File: config.mk
export PLATFORM = sky130hd
export DESIGN_NAME = frame_luma_quality_score_unit_flat
export DESIGN_NICKNAME = d
export VERILOG_FILES = /design/src/hw/rtl/flqs_pkg.sv /design/src/hw/rtl/flqs_ifs.sv /design/src/hw/rtl/frame_luma_quality_score_unit.sv /design/src/hw/rtl/flqs_front.sv /design/src/hw/rtl/flqs_queue.sv /design/src/hw/rtl/flqs_back.sv /design/src/flat_wrapper.sv
export VERILOG_INCLUDE_DIRS = /design/src /design/src/hw/rtl
export SDC_FILE = /design/constraint.sdc
export NUM_CORES = 1
export LEC_CHECK = 0
export ABC_AREA = 1
export BUFFER_PORTS_ARGS = -buffer_cell sky130_fd_sc_hd__buf_2
export CAP_MARGIN = 20
export CORE_UTILIZATION = 55
export DETAILED_ROUTE_END_ITERATION = 10
export GPL_ROUTABILITY_DRIVEN = 0
export MAX_ROUTING_LAYER = met4
export PLACE_DENSITY = 0.83
export SLEW_MARGIN = 20
export SYNTH_ARGS = -nofsm -noshare
export SYNTH_HDL_FRONTEND = slang
export SYNTH_HIERARCHICAL = 1
export SYNTH_SLANG_ARGS = --single-unit
export TNS_END_PERCENT = 1
File: constraint.sdc
create_clock -name i_clk -period 6.45 [get_ports i_clk]
set_input_delay 0.645 -clock i_clk [delete_from_list [all_inputs] [get_ports i_clk]]
set_output_delay 0.645 -clock i_clk [all_outputs]
set_load 0.05 [all_outputs]
File: src/hw/rtl/frame_luma_quality_score_unit_macros.svh
// assertion macros used by the luma quality score back end
`ifndef FRAME_LUMA_QUALITY_SCORE_UNIT_MACROS_SVH
`define FRAME_LUMA_QUALITY_SCORE_UNIT_MACROS_SVH

// same-cycle implication, checked outside reset
`define FLQS_ASSERT_IMPL(label, clk, rst_n, ante, cons, msg) \
    label: assert property (@(posedge clk) disable iff (!(rst_n)) (ante) |-> (cons)) \
        else $error(msg);

// next-cycle implication, checked outside reset
`define FLQS_ASSERT_NEXT(label, clk, rst_n, ante, cons, msg) \
    label: assert property (@(posedge clk) disable iff (!(rst_n)) (ante) |=> (cons)) \
        else $error(msg);

`endif

File: src/hw/rtl/flqs_pkg.sv
// shared constants and types of the luma quality score unit
package flqs_pkg;

    localparam int DEF_MAX_WIDTH  = 4096;
    localparam int DEF_MAX_HEIGHT = 4096;

    localparam int COL_DIV = 64;
    localparam int ROW_DIV = 36;

    localparam int CFG_W     = 13;
    localparam int CFG_IDX_W = 1;

    localparam logic [CFG_IDX_W-1:0] CFG_FRAME_WIDTH  = 1'b0;
    localparam logic [CFG_IDX_W-1:0] CFG_FRAME_HEIGHT = 1'b1;

    localparam int RST_FRAME_WIDTH  = 640;
    localparam int RST_FRAME_HEIGHT = 360;

    localparam int PIX_W   = 8;
    localparam int LUMA_W  = 8;
    localparam int SUM_W   = 22;
    localparam int CNT_W   = 14;
    localparam int SCORE_W = 13;

    localparam int COEF_R     = 54;
    localparam int COEF_G     = 183;
    localparam int COEF_B     = 19;
    localparam int LUMA_SHIFT = 8;

    localparam int SCORE_MUL = 20;
    localparam int RANGE_MUL = 7;

    // quotient bits of floor(20*rem/count), which stays below 20
    localparam int FRAC_W = 5;
    localparam int FDVD_W = CNT_W + FRAC_W;
    localparam int STEP_W = 3;

    localparam int Q_DEPTH = 2;

    typedef struct packed {
        logic [SUM_W-1:0]  luma_sum;
        logic [LUMA_W-1:0] luma_min;
        logic [LUMA_W-1:0] luma_max;
        logic [CNT_W-1:0]  kept_count;
    } t_frame_sum;

    typedef enum logic [2:0] {
        BK_IDLE,
        BK_DIV_MEAN,
        BK_FRAC_LOAD,
        BK_DIV_FRAC,
        BK_DONE
    } t_bk_state;

endpackage

File: src/hw/rtl/flqs_ifs.sv
// pixel and result channel interfaces
interface flqs_pix_if;
    import flqs_pkg::*;

    logic              valid;
    logic              ready;
    logic [PIX_W-1:0]  red;
    logic [PIX_W-1:0]  green;
    logic [PIX_W-1:0]  blue;

    modport source(output valid, red, green, blue, input ready);
    modport sink(input valid, red, green, blue, output ready);
endinterface

interface flqs_res_if;
    import flqs_pkg::*;

    logic               valid;
    logic               ready;
    logic [SCORE_W-1:0] quality_x20;
    logic [LUMA_W-1:0]  mean_luma;
    logic [LUMA_W-1:0]  min_luma;
    logic [LUMA_W-1:0]  max_luma;
    logic [CNT_W-1:0]   sample_count;

    modport source(output valid, quality_x20, mean_luma, min_luma, max_luma, sample_count,
                   input ready);
    modport sink(input valid, quality_x20, mean_luma, min_luma, max_luma, sample_count,
                 output ready);
endinterface

File: src/hw/rtl/frame_luma_quality_score_unit.sv
// top level of the frame luma quality score unit
//
// usage:
//   i_pix takes rgb pixels of a frame in raster order on a valid/ready
//   handshake, one item per cycle when nothing downstream is full.
//   o_res gives one item per frame after its last pixel: the score
//   (20*mean + 7*range), mean, min, max and count of the subsampled luma.
//   i_cfg_we/i_cfg_idx/i_cfg_data write frame_width (0) and frame_height (1);
//   a write restarts the frame, zero reads as 1 and large values clamp.
// division:
//   the back end divides serially, one frame summary at a time (a pop, 8
//   mean quotient bits, a load, 5 fraction bits and a finish), so frames
//   shorter than a division fill the two-entry summary queue and the
//   input then stalls until the divider frees a slot.
// reset:
//   synchronous, active low: frame size 640 x 360, empty frame, no result.
// stall:
//   a held result keeps its register and the divider waits on it; the front
//   keeps going until a frame's last pixel meets a full queue, then i_pix.ready drops.
module frame_luma_quality_score_unit #(
    parameter int MAX_WIDTH  = flqs_pkg::DEF_MAX_WIDTH,
    parameter int MAX_HEIGHT = flqs_pkg::DEF_MAX_HEIGHT
) (
    input  logic                           i_clk,
    input  logic                           i_rst_n,
    flqs_pix_if.sink                       i_pix,
    flqs_res_if.source                     o_res,
    input  logic                           i_cfg_we,
    input  logic [flqs_pkg::CFG_IDX_W-1:0] i_cfg_idx,
    input  logic [flqs_pkg::CFG_W-1:0]     i_cfg_data
);
    import flqs_pkg::*;

    logic       push;
    logic       q_full;
    logic       pop;
    logic       q_empty;
    t_frame_sum push_data;
    t_frame_sum pop_data;

    flqs_front #(
        .MAX_WIDTH (MAX_WIDTH),
        .MAX_HEIGHT(MAX_HEIGHT)
    ) u_front (
        .i_clk      (i_clk),
        .i_rst_n    (i_rst_n),
        .i_pix      (i_pix),
        .i_cfg_we   (i_cfg_we),
        .i_cfg_idx  (i_cfg_idx),
        .i_cfg_data (i_cfg_data),
        .i_q_full   (q_full),
        .o_push     (push),
        .o_push_data(push_data)
    );

    flqs_queue u_queue (
        .i_clk      (i_clk),
        .i_rst_n    (i_rst_n),
        .i_push     (push),
        .i_push_data(push_data),
        .o_full     (q_full),
        .i_pop      (pop),
        .o_pop_data (pop_data),
        .o_empty    (q_empty)
    );

    flqs_back u_back (
        .i_clk  (i_clk),
        .i_rst_n(i_rst_n),
        .i_empty(q_empty),
        .i_data (pop_data),
        .o_pop  (pop),
        .o_res  (o_res)
    );

endmodule

File: src/hw/rtl/flqs_front.sv
// front end: frame position, subsampling, luma and per-frame accumulation
module flqs_front #(
    parameter int MAX_WIDTH  = flqs_pkg::DEF_MAX_WIDTH,
    parameter int MAX_HEIGHT = flqs_pkg::DEF_MAX_HEIGHT
) (
    input  logic                           i_clk,
    input  logic                           i_rst_n,
    flqs_pix_if.sink                       i_pix,
    input  logic                           i_cfg_we,
    input  logic [flqs_pkg::CFG_IDX_W-1:0] i_cfg_idx,
    input  logic [flqs_pkg::CFG_W-1:0]     i_cfg_data,
    input  logic                           i_q_full,
    output logic                           o_push,
    output flqs_pkg::t_frame_sum           o_push_data
);
    import flqs_pkg::*;

    localparam int XW        = $clog2(MAX_WIDTH + 1);
    localparam int YW        = $clog2(MAX_HEIGHT + 1);
    localparam int CPW       = $clog2(MAX_WIDTH / COL_DIV + 1);
    localparam int RPW       = $clog2(MAX_HEIGHT / ROW_DIV + 1);
    localparam int COL_SHIFT = $clog2(COL_DIV);
    localparam int RST_W     = (RST_FRAME_WIDTH > MAX_WIDTH) ? MAX_WIDTH : RST_FRAME_WIDTH;
    localparam int RST_H     = (RST_FRAME_HEIGHT > MAX_HEIGHT) ? MAX_HEIGHT : RST_FRAME_HEIGHT;
    localparam int LW        = 2 * PIX_W;

    logic [XW-1:0]     r_w, n_w;
    logic [YW-1:0]     r_h, n_h;
    logic [XW-1:0]     r_col, n_col;
    logic [YW-1:0]     r_row, n_row;
    logic [CPW-1:0]    r_cph, n_cph;
    logic [RPW-1:0]    r_rph, n_rph;
    logic [SUM_W-1:0]  r_sum, n_sum;
    logic [LUMA_W-1:0] r_min, n_min;
    logic [LUMA_W-1:0] r_max, n_max;
    logic [CNT_W-1:0]  r_cnt, n_cnt;

    logic              r_p_valid, n_p_valid;
    logic              r_p_keep;
    logic              r_p_last;
    logic [LUMA_W-1:0] r_p_luma;

    logic              accept;
    logic              b_go;
    logic              keep;
    logic              col_end;
    logic              row_end;
    logic              col_wrap;
    logic              row_wrap;
    logic [LW-1:0]     luma_acc;
    logic [LUMA_W-1:0] luma;
    logic [XW-1:0]     sx_raw;
    logic [XW-1:0]     sx;
    logic [XW-1:0]     cph_inc;
    logic [YW:0]       rph_two;
    logic [YW:0]       row_thr;
    logic [CFG_W:0]    cfg_ext;
    logic [XW-1:0]     cfg_w;
    logic [YW-1:0]     cfg_h;
    logic [SUM_W-1:0]  acc_sum;
    logic [LUMA_W-1:0] acc_min;
    logic [LUMA_W-1:0] acc_max;
    logic [CNT_W-1:0]  acc_cnt;

    assign b_go        = r_p_valid && !(r_p_last && i_q_full);
    assign i_pix.ready = !r_p_valid || b_go;
    assign accept      = i_pix.valid && i_pix.ready;

    always_comb begin
        luma_acc = LW'(COEF_R) * LW'(i_pix.red) + LW'(COEF_G) * LW'(i_pix.green)
                 + LW'(COEF_B) * LW'(i_pix.blue);
        luma     = luma_acc[LW-1:LUMA_SHIFT];
    end

    // sampling grid: step_x = max(1, w/64), step_y = max(1, h/36)
    always_comb begin
        keep     = (r_cph == '0) && (r_rph == '0);
        col_end  = (r_col + XW'(1)) >= r_w;
        row_end  = (r_row + YW'(1)) >= r_h;
        sx_raw   = r_w >> COL_SHIFT;
        sx       = (sx_raw == '0) ? XW'(1) : sx_raw;
        cph_inc  = XW'(r_cph) + XW'(1);
        col_wrap = cph_inc >= sx;
        // phase+1 reaches floor(h/36) exactly when h < 36*(phase+2)
        rph_two  = (YW+1)'(r_rph) + (YW+1)'(2);
        row_thr  = rph_two * (YW+1)'(ROW_DIV);
        row_wrap = {1'b0, r_h} < row_thr;
    end

    always_comb begin
        cfg_ext = {1'b0, i_cfg_data};
        if (cfg_ext == '0) begin
            cfg_w = XW'(1);
        end else if (cfg_ext > (CFG_W+1)'(MAX_WIDTH)) begin
            cfg_w = XW'(MAX_WIDTH);
        end else begin
            cfg_w = XW'(cfg_ext);
        end
        if (cfg_ext == '0) begin
            cfg_h = YW'(1);
        end else if (cfg_ext > (CFG_W+1)'(MAX_HEIGHT)) begin
            cfg_h = YW'(MAX_HEIGHT);
        end else begin
            cfg_h = YW'(cfg_ext);
        end
    end

    always_comb begin
        acc_sum = r_p_keep ? r_sum + SUM_W'(r_p_luma) : r_sum;
        acc_min = (r_p_keep && (r_p_luma < r_min)) ? r_p_luma : r_min;
        acc_max = (r_p_keep && (r_p_luma > r_max)) ? r_p_luma : r_max;
        acc_cnt = r_p_keep ? r_cnt + CNT_W'(1) : r_cnt;
    end

    assign o_push                 = b_go && r_p_last;
    assign o_push_data.luma_sum   = acc_sum;
    assign o_push_data.luma_min   = acc_min;
    assign o_push_data.luma_max   = acc_max;
    assign o_push_data.kept_count = acc_cnt;

    always_comb begin
        n_w       = r_w;
        n_h       = r_h;
        n_col     = r_col;
        n_row     = r_row;
        n_cph     = r_cph;
        n_rph     = r_rph;
        n_sum     = r_sum;
        n_min     = r_min;
        n_max     = r_max;
        n_cnt     = r_cnt;
        n_p_valid = r_p_valid && !b_go;

        if (b_go) begin
            if (r_p_last) begin
                n_sum = '0;
                n_min = '1;
                n_max = '0;
                n_cnt = '0;
            end else begin
                n_sum = acc_sum;
                n_min = acc_min;
                n_max = acc_max;
                n_cnt = acc_cnt;
            end
        end

        if (accept) begin
            n_p_valid = 1'b1;
            if (!col_end) begin
                n_col = r_col + XW'(1);
                n_cph = col_wrap ? '0 : CPW'(cph_inc);
            end else begin
                n_col = '0;
                n_cph = '0;
                if (!row_end) begin
                    n_row = r_row + YW'(1);
                    n_rph = row_wrap ? '0 : r_rph + RPW'(1);
                end else begin
                    n_row = '0;
                    n_rph = '0;
                end
            end
        end

        // a register write restarts the frame
        if (i_cfg_we) begin
            case (i_cfg_idx)
                CFG_FRAME_WIDTH:  n_w = cfg_w;
                CFG_FRAME_HEIGHT: n_h = cfg_h;
                default: ;
            endcase
            n_col     = '0;
            n_row     = '0;
            n_cph     = '0;
            n_rph     = '0;
            n_sum     = '0;
            n_min     = '1;
            n_max     = '0;
            n_cnt     = '0;
            n_p_valid = 1'b0;
        end
    end

    always_ff @(posedge i_clk) begin
        if (!i_rst_n) begin
            r_w       <= XW'(RST_W);
            r_h       <= YW'(RST_H);
            r_col     <= '0;
            r_row     <= '0;
            r_cph     <= '0;
            r_rph     <= '0;
            r_sum     <= '0;
            r_min     <= '1;
            r_max     <= '0;
            r_cnt     <= '0;
            r_p_valid <= 1'b0;
        end else begin
            r_w       <= n_w;
            r_h       <= n_h;
            r_col     <= n_col;
            r_row     <= n_row;
            r_cph     <= n_cph;
            r_rph     <= n_rph;
            r_sum     <= n_sum;
            r_min     <= n_min;
            r_max     <= n_max;
            r_cnt     <= n_cnt;
            r_p_valid <= n_p_valid;
        end
    end

    always_ff @(posedge i_clk) begin
        if (accept) begin
            r_p_keep <= keep;
            r_p_last <= col_end && row_end;
            r_p_luma <= luma;
        end
    end

endmodule

File: src/hw/rtl/flqs_queue.sv
// short queue of finished frame summaries between front and back
module flqs_queue (
    input  logic                 i_clk,
    input  logic                 i_rst_n,
    input  logic                 i_push,
    input  flqs_pkg::t_frame_sum i_push_data,
    output logic                 o_full,
    input  logic                 i_pop,
    output flqs_pkg::t_frame_sum o_pop_data,
    output logic                 o_empty
);
    import flqs_pkg::*;

    localparam int PTR_W  = (Q_DEPTH > 1) ? $clog2(Q_DEPTH) : 1;
    localparam int FILL_W = $clog2(Q_DEPTH + 1);

    t_frame_sum        r_mem [Q_DEPTH];
    logic [PTR_W-1:0]  r_wr, n_wr;
    logic [PTR_W-1:0]  r_rd, n_rd;
    logic [FILL_W-1:0] r_fill, n_fill;

    assign o_full     = r_fill == FILL_W'(Q_DEPTH);
    assign o_empty    = r_fill == '0;
    assign o_pop_data = r_mem[r_rd];

    always_comb begin
        n_wr   = r_wr;
        n_rd   = r_rd;
        n_fill = r_fill;
        if (i_push) begin
            n_wr = (r_wr == PTR_W'(Q_DEPTH - 1)) ? '0 : r_wr + PTR_W'(1);
        end
        if (i_pop) begin
            n_rd = (r_rd == PTR_W'(Q_DEPTH - 1)) ? '0 : r_rd + PTR_W'(1);
        end
        if (i_push && !i_pop) begin
            n_fill = r_fill + FILL_W'(1);
        end else if (i_pop && !i_push) begin
            n_fill = r_fill - FILL_W'(1);
        end
    end

    always_ff @(posedge i_clk) begin
        if (!i_rst_n) begin
            r_wr   <= '0;
            r_rd   <= '0;
            r_fill <= '0;
        end else begin
            r_wr   <= n_wr;
            r_rd   <= n_rd;
            r_fill <= n_fill;
        end
    end

    always_ff @(posedge i_clk) begin
        if (i_push) begin
            r_mem[r_wr] <= i_push_data;
        end
    end

endmodule

File: src/hw/rtl/flqs_back.sv
// back end: serial mean division, score and output register
`include "frame_luma_quality_score_unit_macros.svh"

module flqs_back (
    input  logic                 i_clk,
    input  logic                 i_rst_n,
    input  logic                 i_empty,
    input  flqs_pkg::t_frame_sum i_data,
    output logic                 o_pop,
    flqs_res_if.source           o_res
);
    import flqs_pkg::*;

    t_bk_state          r_state, n_state;
    t_frame_sum         r_job, n_job;
    logic [CNT_W-1:0]   r_rem, n_rem;
    logic [STEP_W-1:0]  r_step, n_step;
    logic [LUMA_W-1:0]  r_quo_m, n_quo_m;
    logic [FRAC_W-1:0]  r_quo_f, n_quo_f;
    logic [FDVD_W-1:0]  r_fdvd, n_fdvd;

    logic               r_o_valid, n_o_valid;
    logic [SCORE_W-1:0] r_o_score, n_o_score;
    logic [LUMA_W-1:0]  r_o_mean, n_o_mean;
    logic [LUMA_W-1:0]  r_o_min, n_o_min;
    logic [LUMA_W-1:0]  r_o_max, n_o_max;
    logic [CNT_W-1:0]   r_o_cnt, n_o_cnt;

    logic [LUMA_W-1:0]  mean_src;
    logic [FRAC_W-1:0]  frac_src;
    logic               div_bit;
    logic [CNT_W:0]     trial;
    logic [CNT_W:0]     diff;
    logic               ge;
    logic [CNT_W-1:0]   rem_next;
    logic [FDVD_W-1:0]  fdvd_full;
    logic [LUMA_W-1:0]  range;
    logic [SCORE_W-1:0] score;
    logic               out_free;

    assign o_res.valid        = r_o_valid;
    assign o_res.quality_x20  = r_o_score;
    assign o_res.mean_luma    = r_o_mean;
    assign o_res.min_luma     = r_o_min;
    assign o_res.max_luma     = r_o_max;
    assign o_res.sample_count = r_o_cnt;

    // one restoring step: mean quotient first, then floor(20*rem/count)
    always_comb begin
        mean_src  = r_job.luma_sum[LUMA_W-1:0];
        frac_src  = r_fdvd[FRAC_W-1:0];
        div_bit   = (r_state == BK_DIV_MEAN) ? mean_src[r_step] : frac_src[r_step];
        trial     = {r_rem, div_bit};
        diff      = trial - {1'b0, r_job.kept_count};
        ge        = trial >= {1'b0, r_job.kept_count};
        rem_next  = ge ? diff[CNT_W-1:0] : trial[CNT_W-1:0];
        fdvd_full = FDVD_W'(r_rem) * FDVD_W'(SCORE_MUL);
        range     = r_job.luma_max - r_job.luma_min;
        score     = SCORE_W'(r_quo_m) * SCORE_W'(SCORE_MUL) + SCORE_W'(r_quo_f)
                  + SCORE_W'(range) * SCORE_W'(RANGE_MUL);
        out_free  = !r_o_valid || o_res.ready;
    end

    always_comb begin
        n_state   = r_state;
        n_job     = r_job;
        n_rem     = r_rem;
        n_step    = r_step;
        n_quo_m   = r_quo_m;
        n_quo_f   = r_quo_f;
        n_fdvd    = r_fdvd;
        n_o_valid = r_o_valid && !o_res.ready;
        n_o_score = r_o_score;
        n_o_mean  = r_o_mean;
        n_o_min   = r_o_min;
        n_o_max   = r_o_max;
        n_o_cnt   = r_o_cnt;
        o_pop     = 1'b0;

        case (r_state)
            BK_IDLE: begin
                if (!i_empty) begin
                    o_pop   = 1'b1;
                    n_job   = i_data;
                    // sum < 256*count, so the high bits are already below count
                    n_rem   = i_data.luma_sum[SUM_W-1:LUMA_W];
                    n_step  = STEP_W'(LUMA_W - 1);
                    n_state = BK_DIV_MEAN;
                end
            end
            BK_DIV_MEAN: begin
                n_rem   = rem_next;
                n_quo_m = {r_quo_m[LUMA_W-2:0], ge};
                if (r_step == '0) begin
                    n_state = BK_FRAC_LOAD;
                end else begin
                    n_step = r_step - STEP_W'(1);
                end
            end
            BK_FRAC_LOAD: begin
                n_fdvd  = fdvd_full;
                n_rem   = fdvd_full[FDVD_W-1:FRAC_W];
                n_step  = STEP_W'(FRAC_W - 1);
                n_state = BK_DIV_FRAC;
            end
            BK_DIV_FRAC: begin
                n_rem   = rem_next;
                n_quo_f = {r_quo_f[FRAC_W-2:0], ge};
                if (r_step == '0) begin
                    n_state = BK_DONE;
                end else begin
                    n_step = r_step - STEP_W'(1);
                end
            end
            BK_DONE: begin
                if (out_free) begin
                    n_o_valid = 1'b1;
                    n_o_score = score;
                    n_o_mean  = r_quo_m;
                    n_o_min   = r_job.luma_min;
                    n_o_max   = r_job.luma_max;
                    n_o_cnt   = r_job.kept_count;
                    n_state   = BK_IDLE;
                end
            end
            default: begin
                n_state = BK_IDLE;
            end
        endcase
    end

    always_ff @(posedge i_clk) begin
        if (!i_rst_n) begin
            r_state   <= BK_IDLE;
            r_o_valid <= 1'b0;
        end else begin
            r_state   <= n_state;
            r_o_valid <= n_o_valid;
        end
    end

    always_ff @(posedge i_clk) begin
        r_job     <= n_job;
        r_rem     <= n_rem;
        r_step    <= n_step;
        r_quo_m   <= n_quo_m;
        r_quo_f   <= n_quo_f;
        r_fdvd    <= n_fdvd;
        r_o_score <= n_o_score;
        r_o_mean  <= n_o_mean;
        r_o_min   <= n_o_min;
        r_o_max   <= n_o_max;
        r_o_cnt   <= n_o_cnt;
    end

    `FLQS_ASSERT_IMPL(a_job_count_nonzero, i_clk, i_rst_n, (r_state != BK_IDLE),
        (r_job.kept_count != '0), "frame summary with zero kept pixels")
    `FLQS_ASSERT_IMPL(a_rem_below_divisor, i_clk, i_rst_n,
        (r_state == BK_DIV_MEAN || r_state == BK_DIV_FRAC),
        (r_rem < r_job.kept_count), "divider remainder not below divisor")
    `FLQS_ASSERT_NEXT(a_pop_starts_div, i_clk, i_rst_n, o_pop,
        (r_state == BK_DIV_MEAN), "pop did not start a division")
    `FLQS_ASSERT_IMPL(a_out_min_le_max, i_clk, i_rst_n, r_o_valid,
        (r_o_min <= r_o_max), "result minimum above maximum")

endmodule
File: src/flat_wrapper.sv
// flat-port wrapper written by rule: the top's interface ports become plain ports
module frame_luma_quality_score_unit_flat import flqs_pkg::*;
#(
    parameter int MAX_WIDTH  = flqs_pkg::DEF_MAX_WIDTH,
    parameter int MAX_HEIGHT = flqs_pkg::DEF_MAX_HEIGHT
)
  (i_clk, i_rst_n, i_cfg_we, i_cfg_idx, i_cfg_data, i_pix_valid, i_pix_red, i_pix_green, i_pix_blue, i_pix_ready, o_res_valid, o_res_quality_x20, o_res_mean_luma, o_res_min_luma, o_res_max_luma, o_res_sample_count, o_res_ready);
  flqs_pix_if i_pix_i ();
  flqs_res_if o_res_i ();
  input  logic i_clk;
  input  logic i_rst_n;
  input  logic i_cfg_we;
  input  logic [flqs_pkg::CFG_IDX_W-1:0] i_cfg_idx;
  input  logic [flqs_pkg::CFG_W-1:0] i_cfg_data;
  input wire logic [$bits(i_pix_i.valid)-1:0] i_pix_valid;
  input wire logic [$bits(i_pix_i.red)-1:0] i_pix_red;
  input wire logic [$bits(i_pix_i.green)-1:0] i_pix_green;
  input wire logic [$bits(i_pix_i.blue)-1:0] i_pix_blue;
  output wire logic [$bits(i_pix_i.ready)-1:0] i_pix_ready;
  output wire logic [$bits(o_res_i.valid)-1:0] o_res_valid;
  output wire logic [$bits(o_res_i.quality_x20)-1:0] o_res_quality_x20;
  output wire logic [$bits(o_res_i.mean_luma)-1:0] o_res_mean_luma;
  output wire logic [$bits(o_res_i.min_luma)-1:0] o_res_min_luma;
  output wire logic [$bits(o_res_i.max_luma)-1:0] o_res_max_luma;
  output wire logic [$bits(o_res_i.sample_count)-1:0] o_res_sample_count;
  input wire logic [$bits(o_res_i.ready)-1:0] o_res_ready;
  assign i_pix_i.valid = i_pix_valid;
  assign i_pix_i.red = i_pix_red;
  assign i_pix_i.green = i_pix_green;
  assign i_pix_i.blue = i_pix_blue;
  assign i_pix_ready = i_pix_i.ready;
  assign o_res_valid = o_res_i.valid;
  assign o_res_quality_x20 = o_res_i.quality_x20;
  assign o_res_mean_luma = o_res_i.mean_luma;
  assign o_res_min_luma = o_res_i.min_luma;
  assign o_res_max_luma = o_res_i.max_luma;
  assign o_res_sample_count = o_res_i.sample_count;
  assign o_res_i.ready = o_res_ready;
  frame_luma_quality_score_unit #(.MAX_WIDTH(MAX_WIDTH), .MAX_HEIGHT(MAX_HEIGHT)) u_core (.i_clk(i_clk), .i_rst_n(i_rst_n), .i_pix(i_pix_i), .o_res(o_res_i), .i_cfg_we(i_cfg_we), .i_cfg_idx(i_cfg_idx), .i_cfg_data(i_cfg_data));
endmodule
Word level (Yosys, flattened, before mapping):

Memories as Yosys holds them, arrays and structs flattened. A register that Yosys moved wholly into a read port is not among the register bits.
Index checks and enable logic that the tools add are counted.

* register bits after elaboration: 259
* RAM bits: 104
* output and inout port bits: 53
* logic and storage cells: 167
* memories: 1

* add/sub/neg operators: 18
* $mul: 7
* order comparisons: 9
* eq/ne operators: 10
* multiplexer cells: 46
* bitwise operators: 3
* reduce and logical (&&, ||, !) cells: 40

Memories
* u_core.u_queue.r_mem: depth 2, width 52, read ports 1, clocked after memory_dff 1, wr ports 1, line flqs_queue.sv:17 `t_frame_sum r_mem [Q_DEPTH];`

Operator list (count)
* $mux 14: 4
* $mux 13: 4
* $mux 22: 2
* $pmux 14 s3: 1
* $mux 7: 5
* $mux 8: 4
* $add 13x1->13 const B: 2
* $ge 13x13->1: 2
* $logic_not 13->1: 2
* $mul 5x8->13 const A: 2
* $add 22x8->22: 1
* $mul 8x3->11 const B: 2
* $mux 3: 6
* $mul 14x3->17 const B: 1
* $add 14x16->16: 1
* $add 16x13->16: 1
* $mul 8x8->16 const A: 1
* $ge 15x14->1: 1
* $pmux 3 s5: 1
* $add 14x1->14 const B: 1
* $logic_not 7->1: 2
* $lt 13x14->1: 1
* $mux 1: 14
* $sub 14x14->14: 1
* other kinds (37): 71

Longest topological paths before layout:

* word-level depth: 9
* mapped depth: 22
* depth with buffers taken out: 22

Modules after synthesis:

Netlist, hierarchy kept.

By module, submodules not included
* flqs_front: instances 1, cells each 1735, area each 12435.7 µm², seq. area each 2682.6 µm²
* flqs_back: instances 1, cells each 872, area each 8074.0 µm², seq. area each 3743.6 µm²
* flqs_queue: instances 1, cells each 197, area each 4235.3 µm², seq. area each 3223.1 µm²

Worst setup path after synthesis:

OpenSTA, ideal clock, no wires.

* path type: input to register
* start: input i_pix_green[5]
* end: register u_core.u_front.r_p_luma[6] (data pin)
* library setup time: 0.262 ns
* arrival: 4.878 ns
* required time: 6.188 ns
* slack: 1.310 ns
* cell stages on the path: 17
* path buffers: 0
* path through: fa_1 inv_1 fa_1 inv_1 fa_1 fa_1 fa_1 inv_1 fa_1 inv_1 ha_1 nand2_1 o21ai_0 nand2_1 nand3_1 a21oi_1 xor2_1

* cells in the longest elaborated chain, start to end: 3

Ends and longest elaborated chain
* start, declared: line flat_wrapper.sv:17 `input wire logic [$bits(i_pix_i.green)-1:0] i_pix_green;`
* $mul 8x8->16: line flqs_front.sv:70 `luma_acc = LW'(COEF_R) * LW'(i_pix.red) + LW'(COEF_G) * LW'(i_pix.green)`
* $add 14x16->16: line flqs_front.sv:70
* $add 16x13->16: line flqs_front.sv:71 `+ LW'(COEF_B) * LW'(i_pix.blue);`
* named net u_core.u_front.luma_acc[14]: line flqs_front.sv:50 `logic [LW-1:0] luma_acc;`
* end signal, assigned: line flqs_front.sv:217 `r_p_luma <= luma;`
* end, declared: line flqs_front.sv:41 `logic [LUMA_W-1:0] r_p_luma;`

The timed path passes the listed nets, and every way through them passes these cells.
A chain may end at the register's enable or synchronous reset.

Worst setup path after layout:

Ends and elaborated chain as after synthesis.

==> impl_metrics.sql <==
INSERT INTO impl_metrics (metric_group, metric, value, unit) VALUES
('clocking', 'htree_num_levels', '2', ''),
('layout', 'num-nets-final', '3280', ''),
('clocking', 'clk-insertion-delay-late', '0.58', 'ns'),
('die', 'floorplan.initialDensity', '55.8', '%'),
('yosys', 'synth.yosys.warnings', '6', ''),
('detailed_routing', 'avgViaCountPerCell', '5.42', ''),
('timing', 'min_period', '4.98', 'ns'),
('timing', 'worstMarginPinSlew', '0.935', 'ns'),
('clocking', 'cts_resized', '0', ''),
('clocking', 'cts_tree', 'built', ''),
('worst_setup_path', 'rr_endpoint', 'u_core/u_back/o_res.quality_x20[10]', ''),
('hold_path', 'worstHoldEndpoint', 'u_core/u_front/r_p_valid', ''),
('worst_setup_path', 'critPathMaxFanout', '4', ''),
('timing', 'min_period_over_period', '77.1', '%'),
('timing', 'maxSlewHeadroom', '37.6', '%'),
('detailed_routing', 'postRouteWirelength', '52700', 'microns'),
('timing', 'skew', '0.0283', 'ns'),
('worst_setup_path', 'worstPathCellList', 'buf_2, fa_1, inv_1, fa_1, inv_1, fa_1, fa_1, fa_1, inv_1, fa_1, inv_1, ha_1, nand2_1, o21ai_0, nand2_1, nand3_1, a21oi_1, xor2_1', ''),
('yosys', 'synth.ff_latch_count', '364', ''),
('detailed_routing', 'drt-wirelength-per-cell', '14.9', 'microns'),
('worst_setup_path', 'worstReg2RegStart', 'u_core/u_back/r_job[14]', ''),
('worst_setup_path', 'crit_path_start', 'i_pix_green[5]', ''),
('worst_setup_path', 'cp.arrival', '5.27', 'ns'),
('hold_path', 'hold_class', 'in2reg', ''),
('worst_setup_path', 'ff2ff_setup_slack', '1.73', 'ns'),
('yosys', 'synth_top_flop_cell', 'edfxtp_1', ''),
('yosys', 'synthCells', '2804', ''),
('layout', 'final_layout_size_suffix_gt1_share', '9.56', '%'),
('detailed_routing', 'postRouteAntennaNets', '0', ''),
('hold_path', 'instance_count_along_the_most_critical_hold_path', '3', ''),
('clocking', 'cts_root_buf', 'clkbuf_16', ''),
('yosys', 'syn_avg_cell_area', '8.82', 'sq um'),
('die', 'core-area', '44300', 'sq um'),
('worst_setup_path', 'timing.reg2reg.worst_path_depth', '19', ''),
('detailed_routing', 'detailedRoute.firstPassIterationCount', '5', ''),
('place', 'placed_cells_incl_taps', '3458', ''),
('yosys', 'synth-edff-count', '236', ''),
('detailed_routing', 'dr.first_iter.drc_count', '1299', ''),
('timing', 'report.final.hold_viol_count', '0', ''),
('grt', 'grt-ovfl-total', '0', ''),
('grt', 'antenna_found_initial', '0', ''),
('layout', 'nFillCells', '3598', ''),
('clocking', 'postCtsHoldBufs', '0', ''),
('grt', 'grt_start_max_net_pins', '71', ''),
('yosys', 'ys_seq_area_share', '39.0', '%'),
('timing', 'final-max-slew-violation-count', '0', ''),
('timing', 'worst_slack', '1.47', 'ns'),
('detailed_routing', 'route.detailed.drc', '0', ''),
('die', 'placement_rows', '77', ''),
('place', 'io_buffers', '95', ''),
('worst_setup_path', 'worst_path_most_repeated_cell', 'fa_1', ''),
('layout', 'antenna_cells_inserted', '0', ''),
('yosys', 'cell_area_after_synthesis', '24700', 'sq um'),
('worst_setup_path', 'timing.setup.critical_path_class', 'in2reg', ''),
('die', 'floorplan.die.width', '214', 'microns'),
('place', 'hpwlAfterDp', '39900', 'microns'),
('worst_setup_path', 'worst_path_largest_cell_delay', '0.55', 'ns'),
('timing', 'setup_tns', '0', 'ns'),
('timing', 'max_frequency', '0.201', 'GHz'),
('outcome', 'outcome', 'finished clean', ''),
('die', 'i_o_pins', '96', ''),
('timing', 'holdWs', '0.339', 'ns'),
('layout', 'syn_to_final_growth', '9.59', '%'),
('flow_run', 'timing.max_cap.violations', '0', ''),
('worst_setup_path', 'nature_of_the_critical_path_startpoint', 'primary input', ''),
('timing', 'grt_setup_unrepaired', 'no', ''),
('clocking', 'clk_pin_slew', '0.06', 'ns'),
('die', 'die_height', '214', 'microns'),
('clocking', 'tritoncts_num_sinks', '364', ''),
('worst_setup_path', 'timing.critical_path.slowest_stage_cell', 'fa_1', ''),
('yosys', 'synth_async_sr_flop_share', '0', '%');
[layout make-up]
class / instances / area [sq um] / area share, %
Multi-Input combinational cell: 1899 / 13000 / 47.8
Sequential cell: 364 / 9650 / 35.6
Inverter: 497 / 1870 / 6.89
Clock buffer: 54 / 1130 / 4.18
Tap cell: 592 / 741 / 2.73
Timing Repair Buffer: 106 / 558 / 2.06
Clock inverter: 18 / 211 / 0.780
[registers in the layout, indices dropped and copies added (netlist names), 13 cells and up, named ones only]
signal,cells
u_core/u_back/o_res.quality_x20,13
u_core/u_back/o_res.sample_count,14
u_core/u_back/r_job,30
u_core/u_back/r_rem,14
u_core/u_front/r_cnt,14
u_core/u_front/r_col,13
u_core/u_front/r_h,13
u_core/u_front/r_row,13
u_core/u_front/r_sum,22
u_core/u_front/r_w,13
u_core/u_queue/r_mem,104
[placed cells by master (no fill, tap or decap), types with 6 or more instances in the layout]
cell,synthesis,routed
o21bai_1,9,9
nand3_2,6,6
ha_1,251,251
clkbuf_8,0,6
clkbuf_1,25,7
a21o_1,6,6
nand2_2,11,12
nand2_1,631,630
xor2_1,70,70
nand3_1,174,174
a21oi_1,187,186
clkinv_2,0,9
nand4_1,45,45
buf_4,3,11
buf_2,5,95
a21boi_0,8,8
nand3b_1,6,6
dfxtp_1,128,127
and2_1,23,23
nor2_2,10,10
edfxtp_1,236,236
o21ai_0,73,73
o21ai_1,7,7
nor4_1,6,6
nor3_1,28,27
a22oi_1,6,6
inv_1,490,489
nor2_1,139,138
mux2_4,50,50
xnor2_1,31,31
clkbuf_16,0,41
fa_1,78,78
[cell usage after synthesis, types with 11 or more instances]
library cell  number  area share [%]
nand2_1          631             9.6
inv_1            490             7.4
ha_1             251              13
edfxtp_1         236              29
a21oi_1          187             3.8
nand3_1          174             3.5
nor2_1           139             2.1
dfxtp_1          128              10
fa_1              78             6.3
o21ai_0           73             1.5
xor2_1            70             2.5
mux2_4            50             3.0
nand4_1           45             1.1
xnor2_1           31             1.1
nor3_1            28            0.57
clkbuf_1          25            0.38
and2_1            23            0.58
nand2_2           11            0.28
[worst max-delay path: cells and delay by family]
kind	cells	cell delay, ns
adders and majority gates	7	3.50
buffers and inverters	5	0.36
xor gates and xnor gates	1	0.15
and+or+nand+nor	3	0.32
AOI/OAI and AO/OA	2	0.32
[logic make-up (layout without fill, tap and decap cells)]
group	after synthesis	after routing	synth area share, %
muxes	52	52	3.12
buffers and inverters	541	675	8.77
DFF	364	364	39.0
and+or+nand+nor	1094	1094	19.2
adders and majority gates	330	330	19.0
xor gates and xnor gates	104	104	3.82
AOI/OAI and AO/OA	319	319	7.08
[per-stage QoR]
step	instance area [sq um]	utilization, %
after floorplan	24700	-
after global placement	25800	58.1
after detailed placement	25800	58.1
after CTS	27100	61.2
after global routing	27100	61.2
final	27100	61.2
[how the worst max path moves through the flow]
stage	end	cells after the start	slack, ns
6_report	u_core/u_front/r_p_luma[6]	18	1.47
4_1_cts	u_core/u_front/r_p_luma[6]	18	1.52
3_5_place_dp	u_core/u_front/r_p_luma[2]	18	0.93
2_1_floorplan	u_core/u_front/r_p_luma[6]	17	1.31
5_1_grt	u_core/u_front/r_p_luma[6]	18	1.27
3_3_place_gp	u_core/u_front/r_p_luma[6]	18	0.98
[per-layer routing]
| metal | GRT usage [%] | wire length (microns) |
|---|---|---|
| met1 | 27.7 | 21900 |
| met2 | 41.9 | 26500 |
| met3 | 3.06 | 2710 |
| met4 | 7.48 | 1570 |
| met5 | - | 0 |
Power is not shown: default switching activity piles up to over one toggle a cycle in this logic, so the estimate is an artifact.
